**src/sv/ata_pkg.sv**
```systemverilog
`timescale 1ns / 1ps
`default_nettype none

package ata_pkg;

    localparam int CORDIC_STAGES = 16;
    localparam int TABLE_LEN = 24;
    localparam int NUM_STAGES = (CORDIC_STAGES < TABLE_LEN) ? CORDIC_STAGES : TABLE_LEN;
    localparam int PRESCALE = 14;
    localparam int ANG_FRAC = 16;
    localparam int VEC_W = 34;
    localparam int ANG_W = 26;
    localparam int QUEUE_DEPTH = 4;
    localparam int QUEUE_AW = 2;

    typedef logic signed [15:0] sample_t;
    typedef logic signed [8:0] deg_t;
    typedef logic signed [VEC_W-1:0] vec_t;
    typedef logic signed [ANG_W-1:0] ang_t;

    typedef struct packed {
        sample_t x;
        sample_t y;
        sample_t z;
        deg_t sx;
        deg_t sy;
        deg_t sz;
    } item_t;

    typedef struct packed {
        vec_t vx;
        vec_t vy;
        ang_t acc;
        ang_t offset;
        logic zero;
    } lane_t;

    function automatic ang_t atan_entry(input int i);
        logic [21:0] t;
        case (i)
            0: t = 22'd2949120;
            1: t = 22'd1740967;
            2: t = 22'd919879;
            3: t = 22'd466945;
            4: t = 22'd234379;
            5: t = 22'd117304;
            6: t = 22'd58666;
            7: t = 22'd29335;
            8: t = 22'd14668;
            9: t = 22'd7334;
            10: t = 22'd3667;
            11: t = 22'd1833;
            12: t = 22'd917;
            13: t = 22'd458;
            14: t = 22'd229;
            15: t = 22'd115;
            16: t = 22'd57;
            17: t = 22'd29;
            18: t = 22'd14;
            19: t = 22'd7;
            20: t = 22'd4;
            21: t = 22'd2;
            22: t = 22'd1;
            default: t = 22'd0;
        endcase
        return ang_t'({4'd0, t});
    endfunction

    function automatic deg_t scale_sample(input sample_t s);
        logic [22:0] u;
        logic [8:0] q;
        logic [13:0] r;
        u = 23'({~s[15], s[14:0]}) * 23'd90;
        q = u[22:14];
        r = u[13:0];
        if (r > 14'd8192 || (r == 14'd8192 && q[0]))
        begin
            q = q + 9'd1;
        end
        return deg_t'(q - 9'd180);
    endfunction

    function automatic lane_t lane_init(input sample_t a, input sample_t b);
        lane_t l;
        logic signed [16:0] aa;
        logic signed [16:0] bb;
        aa = 17'(a);
        bb = 17'(b);
        l.offset = '0;
        if (b < 0)
        begin
            l.offset = (a >= 0) ? ang_t'(180 <<< ANG_FRAC) : -ang_t'(180 <<< ANG_FRAC);
            aa = -aa;
            bb = -bb;
        end
        l.vx = vec_t'(bb) <<< PRESCALE;
        l.vy = vec_t'(aa) <<< PRESCALE;
        l.acc = '0;
        l.zero = (a == 0) && (b == 0);
        return l;
    endfunction

    function automatic lane_t lane_step(input lane_t l, input int i);
        lane_t n;
        vec_t xs;
        vec_t ys;
        n = l;
        xs = l.vx >>> i;
        ys = l.vy >>> i;
        if (l.vy > 0)
        begin
            n.vx = l.vx + ys;
            n.vy = l.vy - xs;
            n.acc = l.acc + atan_entry(i);
        end
        else
        begin
            n.vx = l.vx - ys;
            n.vy = l.vy + xs;
            n.acc = l.acc - atan_entry(i);
        end
        return n;
    endfunction

    function automatic deg_t lane_final(input lane_t l);
        ang_t s;
        ang_t r;
        s = l.acc + l.offset + ang_t'(1 <<< (ANG_FRAC - 1));
        r = s >>> ANG_FRAC;
        if (l.zero)
        begin
            return '0;
        end
        if (r > ang_t'(180))
        begin
            return deg_t'(180);
        end
        if (r < -ang_t'(180))
        begin
            return -deg_t'(180);
        end
        return deg_t'(r);
    endfunction

endpackage

`default_nettype wire

```
**src/sv/ata_queue.sv**
```systemverilog
`timescale 1ns / 1ps
`default_nettype none

module ata_queue (
    input  wire logic clk,
    input  wire logic rst_n,
    input  wire logic push,
    input  wire ata_pkg::item_t push_data,
    input  wire logic pop,
    output ata_pkg::item_t pop_data,
    output logic not_empty,
    output logic nearly_full
);
    import ata_pkg::*;

    item_t mem [QUEUE_DEPTH];
    logic [QUEUE_AW-1:0] wr_reg;
    logic [QUEUE_AW-1:0] rd_reg;
    logic [QUEUE_AW:0] cnt_reg;

    always_ff @(posedge clk or negedge rst_n)
    begin
        if (!rst_n)
        begin
            wr_reg <= '0;
            rd_reg <= '0;
            cnt_reg <= '0;
        end
        else
        begin
            if (push)
            begin
                wr_reg <= wr_reg + 1'b1;
            end
            if (pop)
            begin
                rd_reg <= rd_reg + 1'b1;
            end
            cnt_reg <= cnt_reg + (QUEUE_AW+1)'(push) - (QUEUE_AW+1)'(pop);
        end
    end

    always_ff @(posedge clk)
    begin
        if (push)
        begin
            mem[wr_reg] <= push_data;
        end
    end

    assign pop_data = mem[rd_reg];
    assign not_empty = cnt_reg != '0;
    assign nearly_full = cnt_reg >= (QUEUE_AW+1)'(QUEUE_DEPTH - 2);

    property no_overflow;
        @(posedge clk) disable iff (!rst_n) push |-> (cnt_reg < (QUEUE_AW+1)'(QUEUE_DEPTH) || pop);
    endproperty
    assert property (no_overflow) else $error("queue overflow");

    property no_underflow;
        @(posedge clk) disable iff (!rst_n) pop |-> not_empty;
    endproperty
    assert property (no_underflow) else $error("queue underflow");

    property count_tracks;
        @(posedge clk) disable iff (!rst_n) (push && !pop) |=> cnt_reg == $past(cnt_reg) + 1'b1;
    endproperty
    assert property (count_tracks) else $error("queue count mismatch");

endmodule

`default_nettype wire

```
**config.mk**
```make
export PLATFORM = sky130hd
export DESIGN_NAME = ata_queue
export DESIGN_NICKNAME = d
export VERILOG_FILES = /design/src/sv/ata_pkg.sv /design/src/sv/ata_queue.sv
export SDC_FILE = /design/constraint.sdc
export NUM_CORES = 1
export LEC_CHECK = 0
export BUFFER_PORTS_ARGS = -buffer_cell sky130_fd_sc_hd__clkbuf_2
export CORE_MARGIN = 8
export CORE_UTILIZATION = 61
export DETAILED_ROUTE_END_ITERATION = 10
export PLACE_DENSITY = 0.84
export SLEW_MARGIN = 20
export SYNTH_ARGS = -nofsm -noshare
export SYNTH_HDL_FRONTEND = slang
export SYNTH_SLANG_ARGS = --single-unit
export TNS_END_PERCENT = 1
```
**constraint.sdc**
```tcl
create_clock -name clk -period 7.4 [get_ports clk]
set_clock_uncertainty 0.1 [all_clocks]
set_input_delay 0.37 -clock clk [delete_from_list [all_inputs] [get_ports clk]]
set_output_delay 0.37 -clock clk [all_outputs]
set_load 0.02 [all_outputs]
```
Word level (Yosys, flattened, before mapping)
Memory sizes are Yosys's and may differ from the RTL's.
Index checks and enable logic that the tools add are counted.
{"block": "op_classes", "add_sub_neg": 4, "order_cmp": 1, "muxes": 2, "n_reduce_logical": 1}
{"operator": "$add 2x1->2 const B", "n": 2}
{"operator": "$add 3x1->3", "n": 1}
{"operator": "$ge 3x2->1 const B", "n": 1}
{"operator": "$reduce_bool 3->1", "n": 1}
{"operator": "$sub 3x1->3", "n": 1}
{"operator": "$mux 1", "n": 2}
{"block": "totals", "regBits": 7, "mem_bits_rw": 300, "in_bits": 79, "out_inout_bits": 77, "elab_cells": 12, "mem_count": 1}
{"name": "mem", "depth": 4, "width": 75, "rd": 1, "rd_ports_with_merged_regs": 0, "write_ports": 1, "line": "ata_queue.sv:16", "source": "item_t mem [QUEUE_DEPTH];"}

Logic depth before layout (Yosys ltp)
{"block": "depth", "ltp_word": 2, "ltp_mapped": 7, "depth_no_buf": 7}

Worst setup path before layout
OpenSTA, ideal clock, no wires.
{"block": "synth_timing", "path_kind": "flip-flop to flip-flop", "startpoint": "register wr_reg[0]", "endpoint": "memory mem[2][0] (netlist bit) (enable)", "setup_time_ns": 0.441, "t_arrival_ns": 2.367, "required_ns": 6.859, "slack_ns": 4.492, "stages_incl_launch_ff": 4, "path_buffers": 0, "synth_period_minus_slack_ns": 2.908, "cell_sequence": "dfrtp_1 > inv_1 > ha_1 > and2_1"}
{"item": "from (decl)", "line": "ata_queue.sv:17", "source": "logic [QUEUE_AW-1:0] wr_reg;"}
{"item": "from (signal assigned)", "line": "ata_queue.sv:33", "source": "wr_reg <= wr_reg + 1'b1;"}
{"item": "to (decl)", "line": "ata_queue.sv:16"}
No word-level cell before the write port.

==> run summary <==
Die Wd: 152 um
Synth Instances: 428
Routed via count: 5406
Distinct cells, synth: 18
Total Routed Length: 22200 um
Synth cell count leaders: 300 x edfxtp_1, 75 x mux4_2, 8 x inv_1
Slew headroom: 39.0%
Post-CTS setup buffer count: 0
CP required: 6.93 ns
Top-area cell type share of the netlist area: 80.1%
Async SR Flop Fraction: 2.28%
Total grt overflow: 0
Hold Path Class: in2reg
Crit Path Class: reg2out
I/O Buffers: 155
FMAX: 282 MHz
Vias in the first global route: 6000
Worst path max stage delay: 0.85 ns
# DRC: 0
Max reg flops: 300
Synth Flop Type: edfxtp_1
Area delta synth->final: 24.4%
# resized after CTS: 0
P_leak: 0.00493 uW
ANT nets after route: 0
DR pass1 iterations: 5
Critical-path top delay cell: dfrtp_4
WL/cell: 23.8 um
RSZ-0062 raised after global routing: no
Ports: 156
Minimum clock period: 3.54 ns
Mapped Area: 11300 um2
Design Area, Final: 14000 um2
Clk_lat worst skew: 0.52 ns
Yosys warns: 0
Arrival time worst endpoint: 3.07 ns
Worst Path Max Fanout: 46
Flop and latch count out of synthesis: 307
H-tree depth: 1
Full die area: 23100 um2
Hold_buf cts: 76
Main area contributors after synthesis: edfxtp_1 80%, mux4_2 15%, dfrtp_1 1.6%
Nets: 766
Slew @ Worst Pin: 0.915 ns
Crit path launch type: register
Final Hold Violating Endpoints: 0
Clock Path Buffers: 3
Placement Cell Area: 12300 um2
Seq/Total Area, Yosys: 81.6%
Maximum vdd ir drop: 0.293 mV
Sink Count: 307
Final setup vio count: 0
CTS tree: done
Vias per inst: 5.81
GPL Wtd Cong: 0.692
Synth area leader: edfxtp_1
Largest net degree at the start of global routing: 77
Post-DP HPWL: 12600 um
Starting Density: 62.4%
Util after Layout: 77.6%
Synthesized area per cell: 26.3 um2
All-Layer GR Usage: 18.9%
Most frequent cell after synthesis: edfxtp_1
DIE HEIGHT: 152 um
Slew Viols, Final: 0
Layout cell share with drive strength beyond 1: 40.1%
Critical Path End Type: primary output
Core Box Area: 18000 um2
Floorplan row count: 49
DRT iter0 DRCs: 355
Ratio of final minimum period to clock period: 47.9%
Syn_nets: 515
CTS buffer count: 29
Clk root buf: clkbuf_16
Outcome: completed
Initial antenna violation count: 1
Max cap viols: 0
Post-Route Setup TNS: 0 ns
Critical-path cell list: buf_4, mux4_2, clkbuf_2
PD cells: 399 nW/um2
Post-synth EDFFs: 300
Worst-path clk slew: 0.06 ns
First-pass GRT wire length: 34200 um
[per-stage QoR]
stage | total power (uW) | setup slack, ns | std cells | hold WS, ns
finish | 5580 | 3.86 | 930 | 0.0203
global route | 5820 | 3.61 | 930 | 0.0123
CTS | 5630 | 3.75 | 928 | 0.00180
detailed placement | 4150 | 4.30 | 800 | 0.139
global placement | 4080 | 4.31 | 796 | 0.129
floorplan | 3640 | 4.49 | 428 | -0.0256
[cell type report]
cell class              instances  area [um2]
flip-flops and latches        307        9190
fillers                       928        4030
multi-input cells              96        1890
repair buffers                237        1670
clock buffers                  34         744
well taps                     229         287
clock inverters                18         183
inverters                       8        30.0
diodes                          1        2.50
[where the power goes]
group	switching (uW)	internal (uW)	total (uW)
clock	588	852	1440
sequential	165	2280	2440
combinational	988	714	1700
total	1740	3840	5580
[path summary, 6_finish.rpt]
check                           startpoint           end  slack, ns  cells past startpoint
worst max-delay path             rd_reg[0]  pop_data[11]       3.86                      3
worst min-delay path                   pop     rd_reg[0]       0.02                      2
worst max register to register   rd_reg[0]     rd_reg[1]       5.15                      3
worst min register to register   wr_reg[0]     wr_reg[0]       0.48                      1
max in group asynchronous            rst_n     rd_reg[0]       6.79                      2
min in group asynchronous            rst_n    cnt_reg[0]       0.18                      2
[kinds of logic after synthesis]
group / after synthesis / synth area share, %
mux: 75 / 15.0
simple gates: 7 / 0.334
buf+inv: 25 / 1.67
xor+xnor: 4 / 0.311
fa+ha+maj: 8 / 0.956
flops: 307 / 81.6
compound gates: 2 / 0.111
[critical path, delay by kind of cell (launching register included)]
kind | cells | cell delay (ns)
flops | 1 | 0.85
buf+inv | 2 | 1.01
mux | 1 | 0.63
[metal layers]
metal | track usage [%] | part of all wire, % | vias up
met5 | 0 | 0 | -
met4 | 5.00 | 1.8 | 0
met3 | 4.49 | 7.0 | 34
met2 | 32.6 | 53 | 223
met1 | 23.7 | 38 | 2814
li1 | - | - | 2335
[cell usage in the layout, fill, tap and decap left out, types with 4 or more instances in the layout]
master           n
clkinv_1         8
ha_1             7
mux4_2          75
clkbuf_2       155
clkinv_2         5
edfxtp_1       300
dlygate4sd3_1   76
and2_4           4
clkbuf_1         5
bufinv_16        4
dfrtp_1          5
inv_1            8
clkbuf_16       29
Note: power is estimated with default switching activity, not from simulation.
