**config.mk**
```make
export PLATFORM = sky130hd
export DESIGN_NAME = ata_front
export DESIGN_NICKNAME = d
export VERILOG_FILES = /design/src/sv/ata_pkg.sv /design/src/sv/ata_front.sv
export SDC_FILE = /design/constraint.sdc
export NUM_CORES = 1
export LEC_CHECK = 0
export BUFFER_PORTS_ARGS = -buffer_cell sky130_fd_sc_hd__buf_2
export CAP_MARGIN = 40
export CORE_UTILIZATION = 41
export CTS_BUF_LIST = sky130_fd_sc_hd__clkbuf_4
export DETAILED_ROUTE_END_ITERATION = 10
export GPL_TIMING_DRIVEN = 0
export SYNTH_ARGS = -nofsm -noshare
export SYNTH_HDL_FRONTEND = slang
export SYNTH_SLANG_ARGS = --single-unit
```
**constraint.sdc**
```tcl
create_clock -name clk -period 0.8 [get_ports clk]
set_input_delay 0.08 -clock clk [delete_from_list [all_inputs] [get_ports clk]]
set_output_delay 0.08 -clock clk [all_outputs]
set_load 0.1 [all_outputs]
```
**src/sv/ata_pkg.sv**
```systemverilog
`timescale 1ns / 1ps
`default_nettype none

package ata_pkg;

    localparam int CORDIC_STAGES = 16;
    localparam int TABLE_LEN = 24;
    localparam int NUM_STAGES = (CORDIC_STAGES < TABLE_LEN) ? CORDIC_STAGES : TABLE_LEN;
    localparam int PRESCALE = 14;
    localparam int ANG_FRAC = 16;
    localparam int VEC_W = 34;
    localparam int ANG_W = 26;
    localparam int QUEUE_DEPTH = 4;
    localparam int QUEUE_AW = 2;

    typedef logic signed [15:0] sample_t;
    typedef logic signed [8:0] deg_t;
    typedef logic signed [VEC_W-1:0] vec_t;
    typedef logic signed [ANG_W-1:0] ang_t;

    typedef struct packed {
        sample_t x;
        sample_t y;
        sample_t z;
        deg_t sx;
        deg_t sy;
        deg_t sz;
    } item_t;

    typedef struct packed {
        vec_t vx;
        vec_t vy;
        ang_t acc;
        ang_t offset;
        logic zero;
    } lane_t;

    function automatic ang_t atan_entry(input int i);
        logic [21:0] t;
        case (i)
            0: t = 22'd2949120;
            1: t = 22'd1740967;
            2: t = 22'd919879;
            3: t = 22'd466945;
            4: t = 22'd234379;
            5: t = 22'd117304;
            6: t = 22'd58666;
            7: t = 22'd29335;
            8: t = 22'd14668;
            9: t = 22'd7334;
            10: t = 22'd3667;
            11: t = 22'd1833;
            12: t = 22'd917;
            13: t = 22'd458;
            14: t = 22'd229;
            15: t = 22'd115;
            16: t = 22'd57;
            17: t = 22'd29;
            18: t = 22'd14;
            19: t = 22'd7;
            20: t = 22'd4;
            21: t = 22'd2;
            22: t = 22'd1;
            default: t = 22'd0;
        endcase
        return ang_t'({4'd0, t});
    endfunction

    function automatic deg_t scale_sample(input sample_t s);
        logic [22:0] u;
        logic [8:0] q;
        logic [13:0] r;
        u = 23'({~s[15], s[14:0]}) * 23'd90;
        q = u[22:14];
        r = u[13:0];
        if (r > 14'd8192 || (r == 14'd8192 && q[0]))
        begin
            q = q + 9'd1;
        end
        return deg_t'(q - 9'd180);
    endfunction

    function automatic lane_t lane_init(input sample_t a, input sample_t b);
        lane_t l;
        logic signed [16:0] aa;
        logic signed [16:0] bb;
        aa = 17'(a);
        bb = 17'(b);
        l.offset = '0;
        if (b < 0)
        begin
            l.offset = (a >= 0) ? ang_t'(180 <<< ANG_FRAC) : -ang_t'(180 <<< ANG_FRAC);
            aa = -aa;
            bb = -bb;
        end
        l.vx = vec_t'(bb) <<< PRESCALE;
        l.vy = vec_t'(aa) <<< PRESCALE;
        l.acc = '0;
        l.zero = (a == 0) && (b == 0);
        return l;
    endfunction

    function automatic lane_t lane_step(input lane_t l, input int i);
        lane_t n;
        vec_t xs;
        vec_t ys;
        n = l;
        xs = l.vx >>> i;
        ys = l.vy >>> i;
        if (l.vy > 0)
        begin
            n.vx = l.vx + ys;
            n.vy = l.vy - xs;
            n.acc = l.acc + atan_entry(i);
        end
        else
        begin
            n.vx = l.vx - ys;
            n.vy = l.vy + xs;
            n.acc = l.acc - atan_entry(i);
        end
        return n;
    endfunction

    function automatic deg_t lane_final(input lane_t l);
        ang_t s;
        ang_t r;
        s = l.acc + l.offset + ang_t'(1 <<< (ANG_FRAC - 1));
        r = s >>> ANG_FRAC;
        if (l.zero)
        begin
            return '0;
        end
        if (r > ang_t'(180))
        begin
            return deg_t'(180);
        end
        if (r < -ang_t'(180))
        begin
            return -deg_t'(180);
        end
        return deg_t'(r);
    endfunction

endpackage

`default_nettype wire

```
**src/sv/ata_front.sv**
```systemverilog
`timescale 1ns / 1ps
`default_nettype none

module ata_front (
    input  wire logic clk,
    input  wire logic rst_n,
    input  wire logic take,
    input  wire logic [7:0] x_low,
    input  wire logic [7:0] x_high,
    input  wire logic [7:0] y_low,
    input  wire logic [7:0] y_high,
    input  wire logic [7:0] z_low,
    input  wire logic [7:0] z_high,
    output ata_pkg::item_t item,
    output logic item_valid
);
    import ata_pkg::*;

    item_t item_reg;
    item_t item_next;
    logic valid_reg;

    always_comb
    begin
        item_next.x = sample_t'({x_high, x_low});
        item_next.y = sample_t'({y_high, y_low});
        item_next.z = sample_t'({z_high, z_low});
        item_next.sx = scale_sample(item_next.x);
        item_next.sy = scale_sample(item_next.y);
        item_next.sz = scale_sample(item_next.z);
    end

    always_ff @(posedge clk or negedge rst_n)
    begin
        if (!rst_n)
        begin
            valid_reg <= 1'b0;
        end
        else
        begin
            valid_reg <= take;
        end
    end

    always_ff @(posedge clk)
    begin
        if (take)
        begin
            item_reg <= item_next;
        end
    end

    assign item = item_reg;
    assign item_valid = valid_reg;

endmodule

`default_nettype wire

```
; ---- After elaboration in Yosys (flattened, before gate mapping)
; Index checks and enable logic that the tools add are counted.
[classes]
n_eq_ne = 3
multipliers = 3
bitwise = 3
n_reduce_logical = 6
addsub = 6
n_lt_le_gt_ge = 3
n_mux = 3
[op_table]
columns = operator, n
row1 = "16-bit by 6-bit multiplier with 22-bit output, second input constant", 3
row2 = "14-bit greater-than comparator, second input constant", 3
row3 = "13-bit equality test, second input constant", 3
row4 = "9-bit by 1-bit adder with 9-bit output, second input constant", 3
row5 = 9-bit 2-to-1 mux, 3
row6 = "9-bit by 8-bit subtractor with 9-bit output, second input constant", 3
row7 = 1-bit logical AND, 3
row8 = 1-bit logical OR, 3
row9 = 1-bit NOT, 3
[word_totals]
out_inout_bits = 76
reg_bits = 76

; ---- Depth between registers and ports, before layout
; Gate-level depths: netlist of the first run.
[depth]
depth_word = 7
depth_mapped = 25

; ---- Worst setup path after synthesis of the first run
; OpenSTA, ideal clock, no wires.
[synth_path]
kind = input port to flip-flop
start = input y_low[4]
end = register item_reg, in the netlist item[17], data pin
path_slack_ps = -3799
setup_ps = 260
path_buffers = 0
t_arrival_ps = 4340
path_stages = 23
path_cell_list = ha_1 > inv_1 > fa_1 > fa_1 > inv_1 > ha_1 > nor2b_1 > o31a_1 > o31a_1 > o22ai_1 > nor2b_1 > o21ai_0 > nand2b_1 > xor2_1 > ha_1 > nand3_4 > xor2_1 > ha_1 > nor2_1 > mux2i_1 > o221ai_1 > mux2i_1 > xnor2_1
[synth_rtl]
columns = item, line
row1 = from (decl), ata_front.sv:10  ; input wire logic [7:0] y_low,
row2 = to (signal assigned), ata_front.sv:49  ; item_reg <= item_next;
row3 = to (decl), ata_front.sv:19  ; item_t item_reg;

==> results by stage, run 1 <==
Yosys:
- The number of nets in the synthesized netlist is 1176.
- For this run, the register share of the synthesized area comes to 25.3%.
- In this run the mean area of a mapped cell was slightly below 10 sq um.
- In this run, synthesis inferred 75 flip-flops with an integrated enable.
- The most common flop cell mapped by yosys is edfxtp_1.
- The async set-or-reset flop fraction in the synthesized netlist is around 1.3%.
- In the synthesized netlist, the number of instances is 921.
- The mapped cell area is between 0.009 and 0.01 sq mm.
- The post-synthesis sequential element count is between 70 and 80.
- The netlist uses around 70 different library cells.
- Yosys printed 0 warnings.

Route:
- The routed design has 22600 um of wire.
- The number of DRC markers in iteration 0 is 219.
- In the routed design, unresolved DRC markers number 0.
- Once detail routing completed, the nets flagged for antenna violations numbered 0.
- The via-per-instance ratio is ~5.1.
- The via count is 7492.
- In the final routed layout, each cell accounts on average for approximately 16 um.
- For this run, the detailed router's first-pass iteration total came to 7.

STA:
- The summed negative setup slack over all endpoints is -101.53 ns.
- Derived from the worst setup path, the maximum achievable clock frequency is about 240 MHz.
- The number of hold violations in the final report is 0.
- For the finished layout, the period the worst path requires is a little over 4 ns.
- The count of final setup violators is roughly 100.
- Headroom to the max-slew limit came out at a little under three fifths.
- The final critical-path setup slack is -3.35 ns.
- Setup repair after global routing could not meet its margin everywhere.
- The share of the clock period used by the worst path after layout is 519%.
- The final number of max-transition violations is 0.
- The transition time at the pin with the least slew margin is ~0.65 ns.

Global route:
- The total global-route track usage is 20.0%.
- The global-route track usage on met1 is between 20% and 30%.
- The layer flagged by global routing as most heavily used is met2.
- Global routing consumed, on the met3 layer, just over 3% of the routing resources.
- The initial antenna violation count is 2.
- For met2 alone, demand over resource in global routing was around a third.
- For this run the aggregate overflow at the end of global routing stands at 0.
- The first-pass GRT wire length is between 30000 and 40000 um.
- Entering global routing, the biggest net connects 46 pins.
- The via count of the first global-routing pass is roughly 7400.

Placement:
- Before CTS, the worst setup slack after placement is -4.15 ns.
- At the end of routability-driven placement, the weighted congestion stood at about 0.86.
- The placed cell area is roughly 0.011 sq mm.
- Summed over all nets, the half-perimeter wirelength after detailed placement is 16400 um.
- The count of buffers added on input and output ports is around 130.

Die:
- The total core area is around 0.021 sq mm.
- The boundary pin count is 127.
- The chip height is 150 um.
- The floorplan die area is about 0.023 sq mm.
- The count of standard-cell rows is 53.
- The die is around 150 um wide.
- For this configuration, the core starts out at a cell density of between 40% and 50%.

Worst setup path:
- The kind of start point of the critical path is a primary input.
- STA classifies the critical path endpoint as a flip-flop.
- The required time reported for the critical path endpoint is ~1 ns.
- Data arrives at the worst endpoint at between 4 and 5 ns.
- The critical path is of the primary input to flip-flop type.
- In this run the worst path has a maximum fanout of 3.

Clock network:
- The number of buffers created by CTS is 9.
- The number of clock sinks seen by CTS is 76.
- The H-tree was split into 3 levels.
- The clock edge transition at the registers on the reported setup and hold paths is roughly 0.14 ns.
- The tree is rooted in a clkbuf_4.
- TritonCTS built the clock tree.
- The maximum clock path buffer count is 2.

Layout:
- The area of all placed cells without fillers is around 0.014 sq mm.
- The library cells used most frequently in the layout, excluding fill and tap cells, are inv_1, buf_6, ha_1.
- Counting the fill cells in the layout gives around 1700.
- The net count of the finished layout is ~1400.
- The combined area of the multi-input logic cells is 0.00766 sq mm.
- The combined flip-flop and latch cell area is approximately 0.0023 sq mm.
- The layout cell share with drive strength beyond 1 is a little under two fifths.
- The register with the most flip-flops in the layout has 75 of them.
- The most common cell after layout, fill and taps aside is inv_1.
- The post-layout utilization of the core is a little under two thirds.
- From synthesis to final layout, the design area changed by 50.2%.

Pwr:
- Total power for the finished layout comes to 57.1 mW.
- Summed over all cells, the static leakage comes to ~6.0 nW.
- Power spread over the standard cell area amounts to between 4000 and 5000 mW/mm^2.
- IR analysis of the VDD net gives a maximum drop of between 0.004 and 0.005 V.

Run status:
- The run finished, with violations left.
- The final reports fail on negative setup slack.

Flow run:
- The tool flagged a number of max-cap violations equal to 0.

Hold path:
- The worst min-delay path class is primary input to flip-flop.
## cell families after synthesis
logic type,share of synthesized area [%]
xor+xnor,8.36
simple gates,9.30
mux,0.958
flops,25.3
fa+ha+maj,33.1
compound gates,15.2
buf+inv,7.89
## synth_stat cells (all sizes together) (3+ instances only)
cell,count,area (sq um)
a2111oi,3,32.5
a211o,3,26.3
a211oi,8,77.6
a21o,23,173
a21oi,53,273
a221oi,5,56.3
a31oi,6,37.5
and2,3,18.8
and3,15,93.8
clkbuf,5,18.8
edfxtp,75,2250
fa,57,1140
ha,147,1840
inv,183,687
mux2,5,56.3
mux2i,3,30.0
nand2,36,135
nand2b,9,56.3
nand3,14,82.6
nand4,3,18.8
nor2,44,173
nor2b,8,50.1
nor3,13,70.1
nor4,4,25.0
nor4b,3,41.3
o2111ai,9,85.1
o211a,3,30.0
o211ai,3,22.5
o21a,8,60.1
o21ai,33,165
o21bai,6,45.0
o31a,5,43.8
o31ai,6,45.0
or3,3,18.8
xnor2,50,438
xor2,36,315
## where the power goes
group          switching (mW)  internal, mW
Sequential              0.427          6.45
Combinational            26.4          21.0
Clock                    1.52          1.28
Total                    28.4          28.8
## worst paths after layout
kind                          start    endpoint  depth (start not counted)
setup / recovery           y_low[6]    item[17]                         24
hold / removal                 take    item[68]                          1
max in group asynchronous     rst_n  item_valid                          3
min in group asynchronous     rst_n  item_valid                          3
## routing by layer
metal  part of all wire [%]  wire, um
met3                    3.0       688
met4                    1.6       369
met5                      0         0
met1                     45     10100
met2                     50     11400
## through the flow
step / hold slack, ns / std cells
final: 0.0920 / 1458
after global routing: 0.0627 / 1457
after CTS: -0.232 / 1435
after detailed placement: -0.121 / 1323
after global placement: -0.121 / 1322
after floorplan: -0.216 / 921
## critical path, cell delays in order
cell and delay (ns):
buf_8 0.11, ha_4 0.26, inv_2 0.03, fa_1 0.47, fa_1 0.51, inv_2 0.05, ha_4 0.23, nor2b_4 0.12
o31a_1 0.27, o31a_1 0.31, o22ai_2 0.11, nor2b_1 0.06, o21ai_1 0.12, nand2b_1 0.08, xor2_1 0.18, ha_2 0.23
nand3_4 0.12, xor2_4 0.17, ha_4 0.19, nor2_4 0.05, mux2i_2 0.19, o221ai_1 0.13, mux2i_1 0.18, xnor2_1 0.10
## timing repair
action / CTS / global route
pin swaps: 81 / 72
setup endpoints to repair: 103 / 103
hold buffers: 49 / 1
resized for setup: 267 / 119
buffers inserted: 51 / 25
endpoints found under the hold margin: 49 / 1
## final cells by class
type                            count  area share (%)
Clock buffer                       10           0.554
Inverter                          183            5.07
Buffer                              4           0.277
Sequential cell                    76            16.8
Timing Repair Buffer              246            17.5
Multi-Input combinational cell    656            56.5
Clock inverter                      6           0.591
Antenna cell                        2          0.0370
Tap cell                          275            2.54
Note: power is estimated with default switching activity, not from simulation.
==> run 2: changes to the inputs <==
- SLEW_MARGIN: unset -> 10
- clock period: 0.8 -> 4.22 ns (I/O delays scaled with it)
==> run 2 against run 1 <==
Net effect: the run still ends with negative setup slack left; power down 83%; sequential power down 82%; critical path depth did not move; global-route usage shrank 1.1 points; via count is 5.2% lower; largest cell class unchanged; wire length decreased by 7.0%; setup slack better by 2.9 ns; clock-buffer cell count is 1 lower; combinational power down 83%; first-iteration DRC count is 5.5% higher.
==> results by stage, run 2 (synthesis results as in run 1) <==
Run status:
- Outcome: finished, violations left (unchanged).
- Violated checks: negative setup slack (unchanged).

Global route:
- The remaining global-route overflow is 0 (unchanged).
- The initial antenna violation count came to 4 (was 2).
- The via count of the first global-routing pass was 6985 (was 7440).
- The first-pass GRT wire length was 33700 um (was 35500 um).
- The total global-route track usage is 18.9% (was 20.0%).
- The largest net degree at the start of global routing was 44 (was 46).

Layout:
- The layout cell share with drive strength beyond 1 came to 36.2% (was 37.6%).
- The synthesis-to-finish area growth is 34.8% (was 50.2%).
- Leading cell types in the layout, fill and taps excluded: inv_1, buf_2, ha_1 (was inv_1, buf_6, ha_1).
- The most common cell after layout, fill and taps aside was inv_1 (unchanged).
- The net total in the final layout was 1368 (was 1431).
- The post-layout utilization of the core is 57.1% (was 63.6%).
- The flip-flop count of the largest register after layout is 75 (unchanged).
- The area of all placed cells without fillers is 0.0121 sq mm (was 0.0135 sq mm).

Die:
- The boundary pin count was 127 (unchanged).
- The count of standard-cell rows was 53 (unchanged).
- The effective utilization at floorplan is 42.3% (unchanged).
- The total core area was 0.0213 sq mm (unchanged).
- The chip height is 150 um (unchanged).
- The floorplan die area is 0.0226 sq mm (unchanged).
- The width of the chip is 150 um (unchanged).

Hold path:
- The number of instances on the worst hold path is 1 (unchanged).
- The launch point of the worst hold path was y_low[1] (was take).
- The worst min-delay path class is primary input to flip-flop (unchanged).

STA:
- The final critical path time including I/O delays and setup is around 4.6 ns.
- The worst relative slew slack came to 65.4% (was 56.8%).
- The final critical-path setup slack is -0.422 ns (was -3.35 ns).
- The transition time at the pin with the least slew margin is 0.522 ns (was 0.645 ns).
- The final number of max-transition violations is 0 (unchanged).
- Setup repair after global routing missed its margin: yes (unchanged).
- Static timing analysis puts the maximum clock frequency at ~220 MHz.
- The share of the clock period used by the worst path after layout is 110%.
- The count of final setup violators is 5 (was 103).
- The summed negative setup slack over all endpoints is -1.06 ns (was -101.53 ns).
- The number of hold violations in the final report came to 0 (unchanged).

Route:
- The via count is 7103 (was 7492).
- The wire length reported by the detailed router came to 21000 um (was 22600 um).
- The routed wire length per instance is 15.1 um (was 15.5 um).
- The number of nets with antenna violations after routing was 0 (unchanged).
- The via-per-instance ratio is 5.09 (was 5.14).
- The total iterations of the first detailed-routing run came to 4 (was 7).
- The number of DRC markers in iteration 0 is 231 (was 219).
- The residual DRC count came to 0 (unchanged).

Worst setup path:
- The critical path endpoint category is a flip-flop (unchanged).
- The class of the most critical setup path is primary input to flip-flop (unchanged).
- The delay of the slowest critical-path stage is 0.53 ns (was 0.51 ns).
- The required time reported for the critical path endpoint is 4.45 ns (was 1.01 ns).
- The launching instance or port of the critical path is y_low[4] (was y_low[6]).
- The kind of start point of the critical path is a primary input (unchanged).
- The maximum fanout encountered on the critical timing path is 3 (unchanged).
- The slowest library cell on the worst path is fa_1 (unchanged).
- Cells along the critical path: buf_8 -> ha_4 -> inv_2 -> fa_1 -> fa_1 -> inv_2 -> ha_4 -> nor2b_4 -> o31a_1 -> o31a_1 -> o22ai_2 -> nor2b_1 -> o21ai_1 -> nand2b_1 -> xor2_2 -> ha_2 -> nand3_4 -> xor2_2 -> ha_2 -> nor2_1 -> mux2i_1 -> o221ai_1 -> mux2i_1 -> xnor2_1 (was buf_8 -> ha_4 -> inv_2 -> fa_1 -> fa_1 -> inv_2 -> ha_4 -> nor2b_4 -> o31a_1 -> o31a_1 -> o22ai_2 -> nor2b_1 -> o21ai_1 -> nand2b_1 -> xor2_1 -> ha_2 -> nand3_4 -> xor2_4 -> ha_4 -> nor2_4 -> mux2i_2 -> o221ai_1 -> mux2i_1 -> xnor2_1).
- The arrival time of the worst setup path is 4.87 ns (was 4.36 ns).

Clock network:
- The maximum clock path buffer count is 2 (unchanged).
- The cell at the root of the clock tree is clkbuf_4 (unchanged).
- The number of buffers created by CTS is 9 (unchanged).
- The number of clock sinks seen by CTS is 76 (unchanged).
- The clock tree from TritonCTS is built (unchanged).
- The clock edge transition at the registers on the reported setup and hold paths came to 0.14 ns (about the same).
- The number of H-tree levels came to 3 (unchanged).

Placement:
- The placer congestion estimate is 0.883 (was 0.855).
- The HPWL after detailed placement is 16300 um (was 16400 um).
- The placed cell area is 0.0105 sq mm (was 0.0106 sq mm).
- The number of buffers inserted by port buffering is 126 (unchanged).

Flow run:
- The number of violations of the max-capacitance limit is 0 (unchanged).

Pwr:
- The total leakage power is 5.51 nW (was 6.02 nW).
- The worst voltage drop across the vdd grid is 0.000740 V (was 0.00444 V).
- The power density over the cells was 809 mW/mm^2 (was 4220 mW/mm^2).
run 2: worst paths after layout:
check	end	slack (ns)
min in group asynchronous	item_valid	0.25
max in group asynchronous	item_valid	3.89
min	item[44]	0.15
max	item[17]	-0.42
run 2: report_power, final:
part	switching (mW)	internal [mW]	leakage [nW]	total, mW
combinational	4.74	3.34	4.69	8.08
sequential	0.0430	1.22	0.746	1.26
clock	0.299	0.179	0.0756	0.478
run 2: layout make-up:
cell class | count | area [sq um]
diodes | 3 | 7.51
plain buffers | 3 | 23.8
clock buffers | 9 | 67.6
clock inverters | 7 | 65.1
fillers | 1849 | 9140
inverters | 183 | 689
multi-input cells | 656 | 7460
flip-flops and latches | 76 | 2280
well taps | 275 | 344
repair buffers | 184 | 1210
run 2: timing repair:
item	4_1_cts	5_1_grt
gates resized for setup	65	131
setup endpoints to repair	10	12
hold buffers	1	0
buffers inserted	35	22
pin swaps	53	74
hold endpoints to repair	1	0
run 2: per-layer routing:
| metal | vias up | part of all wire, % | track usage, % |
|---|---|---|---|
| li1 | 3591 | - | - |
| met1 | 3394 | 47 | 25.5 |
| met2 | 95 | 49 | 31.4 |
| met3 | 21 | 3.2 | 3.30 |
| met4 | 2 | 0.85 | 3.99 |
| met5 | - | 0.062 | 0 |
run 2: metrics by stage:
step	power, mW	cells	hold slack, ns	setup WS (ns)
finish	9.82	1396	0.146	-0.422
global route	10.6	1394	0.102	-0.612
CTS	8.90	1374	0.112	-0.371
detailed placement	7.74	1323	0.197	-1.16
global placement	7.69	1322	0.196	-1.10
floorplan	6.62	921	0.126	-0.492
run 2: worst max-delay path: cells and delay by family:
family          cells  cell delay (ns)
simple gates        5             0.45
buf+inv             3             0.19
fa+ha+maj           6             1.92
xor+xnor            3             0.49
compound gates      5             0.94
mux                 2             0.45
